`config.mk`:
```
export PLATFORM = sky130hd
export DESIGN_NAME = instruction_byte_encoder_core
export DESIGN_NICKNAME = d
export VERILOG_FILES = /design/src/design/ibe_pkg.sv /design/src/design/ibe_in_stage.sv /design/src/design/ibe_encode.sv /design/src/design/ibe_out_stage.sv /design/src/design/instruction_byte_encoder_core.sv
export SDC_FILE = /design/constraint.sdc
export NUM_CORES = 1
export LEC_CHECK = 0
export BUFFER_PORTS_ARGS = -buffer_cell sky130_fd_sc_hd__buf_4
export CORE_AREA = 8 8 67 97
export DETAILED_ROUTE_END_ITERATION = 7
export DIE_AREA = 0 0 75 105
export GPL_TIMING_DRIVEN = 0
export PLACE_DENSITY_LB_ADDON = 0.1
export SETUP_SLACK_MARGIN = 0.3
export SKIP_LAST_GASP = 1
export SYNTH_ARGS = -nofsm -noshare
export SYNTH_HDL_FRONTEND = slang
export SYNTH_SLANG_ARGS = --single-unit
```
`constraint.sdc`:
```
create_clock -name clk -period 6.35 [get_ports clk]
set_clock_uncertainty 0.15 [all_clocks]
set_input_delay 0.635 -clock clk [delete_from_list [all_inputs] [get_ports clk]]
set_output_delay 0.635 -clock clk [all_outputs]
set_load 0.1 [all_outputs]
```
`src/design/ibe_pkg.sv`:
```
package ibe_pkg;

	// Operand kinds on the request side
	typedef enum logic [1:0] {
		KIND_NONE = 2'd0,
		KIND_REG  = 2'd1,
		KIND_IMM  = 2'd2,
		KIND_BAD  = 2'd3
	} kind_t;

	// Operand type codes in the machine code
	localparam logic [1:0] TYPE_REG  = 2'b00;
	localparam logic [1:0] TYPE_IMM1 = 2'b10;
	localparam logic [1:0] TYPE_IMM2 = 2'b11;

	localparam int OPCODE_W  = 6;
	localparam int REG_W     = 3;
	localparam int IMM_W     = 16;
	localparam int MAX_BYTES = 4;
	localparam int IDX_W     = $clog2(MAX_BYTES);

	typedef logic [7:0] byte_t;

	// One instruction as held in the input register
	typedef struct packed {
		logic [OPCODE_W-1:0] opcode;
		kind_t               first_kind;
		kind_t               second_kind;
		logic [REG_W-1:0]    first_reg;
		logic [REG_W-1:0]    second_reg;
		logic [IMM_W-1:0]    immediate_value;
	} item_t;

	// Encoded instruction: bytes in emission order and index of the last one
	typedef struct packed {
		byte_t [MAX_BYTES-1:0] bytes;
		logic [IDX_W-1:0]      last_idx;
		logic                  bad;
	} enc_t;

	// Handoff between input register and output stage
	typedef struct packed {
		logic done;
	} ctl_t;

endpackage

```
`src/design/ibe_in_stage.sv`:
```
module ibe_in_stage
	import ibe_pkg::*;
(
	input  logic                clk,
	input  logic                arst_n,
	input  logic                in_valid,
	output logic                in_ready,
	input  logic [OPCODE_W-1:0] opcode,
	input  logic [1:0]          first_kind,
	input  logic [1:0]          second_kind,
	input  logic [REG_W-1:0]    first_reg,
	input  logic [REG_W-1:0]    second_reg,
	input  logic [IMM_W-1:0]    immediate_value,
	input  logic                done,
	output item_t               item_s1,
	output logic                valid_s1
);

	logic accept;

	// Free when empty or when the held request sends its last byte now
	assign in_ready = !valid_s1 || done;
	assign accept   = in_valid && in_ready;

	always_ff @(posedge clk or negedge arst_n) begin
		if (!arst_n) begin
			valid_s1 <= 1'b0;
		end else begin
			valid_s1 <= accept || (valid_s1 && !done);
		end
	end

	// Payload capture
	always_ff @(posedge clk) begin
		if (accept) begin
			item_s1.opcode          <= opcode;
			item_s1.first_kind      <= kind_t'(first_kind);
			item_s1.second_kind     <= kind_t'(second_kind);
			item_s1.first_reg       <= first_reg;
			item_s1.second_reg      <= second_reg;
			item_s1.immediate_value <= immediate_value;
		end
	end

endmodule

```
`src/design/ibe_encode.sv`:
```
module ibe_encode
	import ibe_pkg::*;
(
	input  item_t item,
	output enc_t  enc
);

	byte_t      lo;
	byte_t      hi;
	logic       hi_nz;
	logic [1:0] itype;
	logic [1:0] imm_last;
	logic [1:0] regs_last;
	kind_t      k0;
	kind_t      k1;

	assign k0       = item.first_kind;
	assign k1       = item.second_kind;
	assign lo       = item.immediate_value[7:0];
	assign hi       = item.immediate_value[15:8];
	assign hi_nz    = |hi;
	assign itype    = hi_nz ? TYPE_IMM2 : TYPE_IMM1;
	// last index when immediate starts at byte 1 or byte 2
	assign imm_last  = hi_nz ? 2'd2 : 2'd1;
	assign regs_last = hi_nz ? 2'd3 : 2'd2;

	// Byte layout per operand mix
	always_comb begin
		enc.bytes    = '0;
		enc.last_idx = '0;
		enc.bad      = 1'b0;
		if (k0 == KIND_NONE && k1 == KIND_NONE) begin
			enc.bytes[0] = {item.opcode, TYPE_REG};
		end else if (k0 == KIND_REG && k1 == KIND_NONE) begin
			enc.bytes[0] = {item.opcode, TYPE_REG};
			enc.bytes[1] = {2'b00, item.first_reg, 3'b000};
			enc.last_idx = 2'd1;
		end else if (k0 == KIND_IMM && k1 == KIND_NONE) begin
			enc.bytes[0] = {item.opcode, itype};
			enc.bytes[1] = lo;
			enc.bytes[2] = hi;
			enc.last_idx = imm_last;
		end else if (k0 == KIND_REG && k1 == KIND_REG) begin
			enc.bytes[0] = {item.opcode, TYPE_REG};
			enc.bytes[1] = {TYPE_REG, item.first_reg, item.second_reg};
			enc.last_idx = 2'd1;
		end else if (k0 == KIND_REG && k1 == KIND_IMM) begin
			enc.bytes[0] = {item.opcode, TYPE_REG};
			enc.bytes[1] = {itype, item.first_reg, 3'b000};
			enc.bytes[2] = lo;
			enc.bytes[3] = hi;
			enc.last_idx = regs_last;
		end else if (k0 == KIND_IMM && k1 == KIND_REG) begin
			enc.bytes[0] = {item.opcode, itype};
			enc.bytes[1] = {TYPE_REG, 3'b000, item.second_reg};
			enc.bytes[2] = lo;
			enc.bytes[3] = hi;
			enc.last_idx = regs_last;
		end else begin
			// invalid mix: single zero byte flagged bad
			enc.bad = 1'b1;
		end
	end

endmodule

```
`src/design/ibe_out_stage.sv`:
```
module ibe_out_stage
	import ibe_pkg::*;
(
	input  logic  clk,
	input  logic  arst_n,
	input  enc_t  enc,
	output ctl_t  ctl,
	input  logic  valid_s1,
	output logic  out_valid,
	input  logic  out_ready,
	output byte_t code_byte,
	output logic  last_byte,
	output logic  bad_operands
);

	logic [IDX_W-1:0] idx_q;
	logic             load;
	logic             at_last;

	// Output register takes a byte whenever a request is held and it is empty or being drained
	assign load      = valid_s1 && (!out_valid || out_ready);
	assign at_last   = (idx_q == enc.last_idx);
	assign ctl.done  = load && at_last;

	always_ff @(posedge clk or negedge arst_n) begin
		if (!arst_n) begin
			out_valid <= 1'b0;
			idx_q     <= '0;
		end else begin
			if (load) begin
				out_valid <= 1'b1;
				idx_q     <= at_last ? '0 : idx_q + 1'b1;
			end else if (out_ready) begin
				out_valid <= 1'b0;
			end
		end
	end

	// Byte payload
	always_ff @(posedge clk) begin
		if (load) begin
			code_byte    <= enc.bytes[idx_q];
			last_byte    <= at_last;
			bad_operands <= enc.bad;
		end
	end

endmodule

```
`src/design/instruction_byte_encoder_core.sv`:
```
// A request is held in the input register, encoded, and its bytes are loaded into the output register.
// Throughput: one byte per cycle while out_ready does not stall the output; an instruction
// emits 1 to 4 machine-code bytes, picked by the byte select into the output register.
// A new request is taken in the cycle its predecessor's last byte loads.
// Reset (arst_n low) clears the valid flags and the byte index at once.
module instruction_byte_encoder_core
	import ibe_pkg::*;
(
	input  logic                clk,
	input  logic                arst_n,
	input  logic                in_valid,
	output logic                in_ready,
	input  logic [OPCODE_W-1:0] opcode,
	input  logic [1:0]          first_kind,
	input  logic [1:0]          second_kind,
	input  logic [REG_W-1:0]    first_reg,
	input  logic [REG_W-1:0]    second_reg,
	input  logic [IMM_W-1:0]    immediate_value,
	output logic                out_valid,
	input  logic                out_ready,
	output logic [7:0]          code_byte,
	output logic                last_byte,
	output logic                bad_operands
);

	item_t item_s1;
	logic  valid_s1;
	enc_t  enc;
	ctl_t  ctl;

	ibe_in_stage u_in (
		.clk             (clk),
		.arst_n          (arst_n),
		.in_valid        (in_valid),
		.in_ready        (in_ready),
		.opcode          (opcode),
		.first_kind      (first_kind),
		.second_kind     (second_kind),
		.first_reg       (first_reg),
		.second_reg      (second_reg),
		.immediate_value (immediate_value),
		.done            (ctl.done),
		.item_s1         (item_s1),
		.valid_s1        (valid_s1)
	);

	ibe_encode u_enc (
		.item (item_s1),
		.enc  (enc)
	);

	ibe_out_stage u_out (
		.clk          (clk),
		.arst_n       (arst_n),
		.enc          (enc),
		.ctl          (ctl),
		.valid_s1     (valid_s1),
		.out_valid    (out_valid),
		.out_ready    (out_ready),
		.code_byte    (code_byte),
		.last_byte    (last_byte),
		.bad_operands (bad_operands)
	);

endmodule

```
==> impl_metrics.tcl <==
set metrics [dict create \
    hold_viol_final 0 \
    crit_slowest_cell "nor4b_2" \
    netlist_area_um2 2210 \
    status "completed" \
    clock_power_share_pct 12.3 \
    start_kind "register" \
    period_minus_slack_ns 3.37 \
    rsz0062_at_grt "no" \
    final.setup.tns_ns 0 \
    antenna_cells 0 \
    maxSlewViolCount 0 \
    synth-edff-count 42 \
    end_kind "output pin" \
    h-tree-depth 2 \
    setup_ws_ns 2.98 \
    start_util_pct 43.5 \
    cts_tree "yes" \
    final_common_cell "buf_4" \
    worstPathRequired_ns 5.56 \
    grt_pass1_vias 1683 \
    max_freq_ghz 0.297 \
    io-pin-count 48 \
    first_pass_iters 4 \
    nets 263 \
    grtUsageTotal_pct 13.8 \
    antenna_found_initial 0 \
    cts_setup_buffers 0 \
    rows 32 \
    avgSynthCellArea_um2 12.9 \
    cts_root_buf "clkbuf_8" \
    synth_ff_type "edfxtp_1" \
    num_vias 1648 \
    relSlewSlack_pct 40.5 \
    dp_hpwl_um 4050 \
    whs_ns 0.360 \
    synthCells 171 \
    drive_gt1_share_pct 31.1 \
    synth-async-reset-ratio_pct 8.70 \
    yosys_warnings 0 \
    p_per_area_nw_per_um2 489 \
    viasPerCell 5.57 \
    seq_power_share_pct 37.0 \
    drt_iter0_drc 79 \
    max_slew.worst_pin.slew_ns 0.892 \
    path_max_fanout 9 \
    grt.overflow.total 0 \
    switching_share_pct 47.2 \
    grt_max_degree 19 \
    ant_nets 0 \
    comb_power_share_pct 50.7 \
    intPower_w 0.000722 \
    p_switching_w 0.000644 \
    synth_cell_types 47 \
    clk_pin_slew_ns 0.08 \
    setup_viol 0 \
    syn-num-nets 207 \
    cts_sinks 46 \
    core-area_um2 5080 \
    finalWeightedCongestion 0.875 \
    numPortBuffers 47 \
    dieHeight_um 105 \
    numCtsBuffers 5 \
    ys_ff_latch 46 \
    drc_errors 0 \
    finalCritPeriodShare_pct 53.0 \
    ir_drop_v 0.000155 \
    p_leak_nw 0.979 \
    maxCapViolations 0 \
    critPathBufInv 2 \
    slowest_delay_ns 0.58 \
    grt_pass1_wl_um 8400 \
    hold_class "input pin to register" \
    synthToLayoutAreaGrowth_pct 26.1 \
    routed_wl_um 5150 \
    r2r_setup_slack_ns 3.15 \
    place_ws_ns 3.14 \
    cts_buffer_depth 2 \
    arrival_ns 2.58 \
    worstPathCellList "buf_2, nor4b_2, and3_2, nor4_2, xnor2_1, o31ai_1, buf_4" \
    design.die.area_um2 7880 \
    insertion_delay_ns 0.29 \
    final_cell_mix "47 x buf_4, 42 x edfxtp_1, 15 x nand2_1" \
    avgRoutedWirePerCell_um 17.4 \
    cp_top_family "simple AND/OR/NAND/NOR gates" \
    dieWidth_um 75 \
    critPathKind "register to output pin" \
    seq_area_frac_synth_pct 61.5 \
]
[final timing paths]
| path | from | end | cells past startpoint |
|---|---|---|---|
| worst max-delay path | u_in.item_s1[23] | in_ready | 7 |
| worst min-delay path | second_reg[0] | u_in.item_s1[16] | 1 |
| worst max register to register | u_in.item_s1[23] | u_in.item_s1[6] | 7 |
| worst min register to register | u_out.out_valid | u_out.out_valid | 2 |
| max in group asynchronous | arst_n | u_out.out_valid | 2 |
| min in group asynchronous | arst_n | u_out.idx_q[0] | 2 |
[power groups by stage]
stage | combinational (W) | sequential (W) | clock, W
after floorplan | 0.000296 | 0.000724 | 0
after global placement | 0.000657 | 0.000515 | 0
after detailed placement | 0.000694 | 0.000512 | 0
after CTS | 0.000695 | 0.000506 | 0.000175
after global routing | 0.000733 | 0.000516 | 0.000185
final | 0.000692 | 0.000506 | 0.000168
[metrics by stage]
step           cells  power [W]  instance area, um^2  utilization [%]
2_1_floorplan    171    0.00102                 2210                -
3_3_place_gp     286    0.00117                 2650             52.1
3_5_place_dp     287    0.00121                 2700             53.1
4_1_cts          296    0.00138                 2790             54.9
5_1_grt          296    0.00143                 2790             54.9
6_report         296    0.00137                 2790             54.9
[registers in the layout (all words and copies together) (netlist names)]
signal,flops
u_out.code_byte,8
u_out.idx_q,2
u_in.valid_s1,1
u_out.out_valid,1
u_in.item_s1,32
u_out.bad_operands,1
u_out.last_byte,1
[per-layer routing]
metal	vias up	part of all wire [%]	global-route usage [%]
met5	-	0	0
met4	0	2.5	6.48
met3	10	5.8	3.83
met2	60	52	23.1
met1	787	40	15.3
li1	791	-	-
[what timing repair did]
item / 4_1_cts / 5_1_grt
hold endpoints to repair: 4 / 0
resized for setup: 0 / 0
hold buffers: 1 / 0
[cells in the mapped netlist, types with 3 or more instances]
cell type | count | area [um^2]
a21oi_1 | 9 | 45.0
a221oi_1 | 3 | 26.3
a22oi_1 | 6 | 45.0
a31oi_1 | 3 | 18.8
a41oi_1 | 3 | 26.3
buf_2 | 5 | 25.0
clkbuf_1 | 5 | 18.8
dfrtp_1 | 4 | 100
edfxtp_1 | 42 | 1260
inv_1 | 3 | 11.3
nand2_1 | 15 | 56.3
nand2b_1 | 7 | 43.8
nor2_1 | 8 | 30.0
o21a_1 | 3 | 22.5
o21ai_0 | 3 | 15.0
o221a_2 | 3 | 33.8
o22ai_1 | 5 | 31.3
o2bb2ai_1 | 3 | 26.3
[logic make-up after synthesis]
| family | after synthesis | share of synthesized area [%] |
|---|---|---|
| AND/OR/NAND/NOR | 50 | 14.7 |
| flip-flops | 46 | 61.5 |
| buffers and inverters | 14 | 2.66 |
| multiplexers | 2 | 0.905 |
| AO/OA/AOI/OAI | 56 | 19.1 |
| XOR/XNOR | 3 | 1.19 |
[final cells by class]
type                       count  area (um^2)
inverter                       3         11.3
timing repair buffer          49          390
buffer                        11         47.5
multi-input combinational    111          812
sequential                    46         1360
fill                         436         2290
clock inverter                 1         7.51
clock buffer                   7         76.3
tap                           68         85.1
Power figures use the tool's default switching activity.
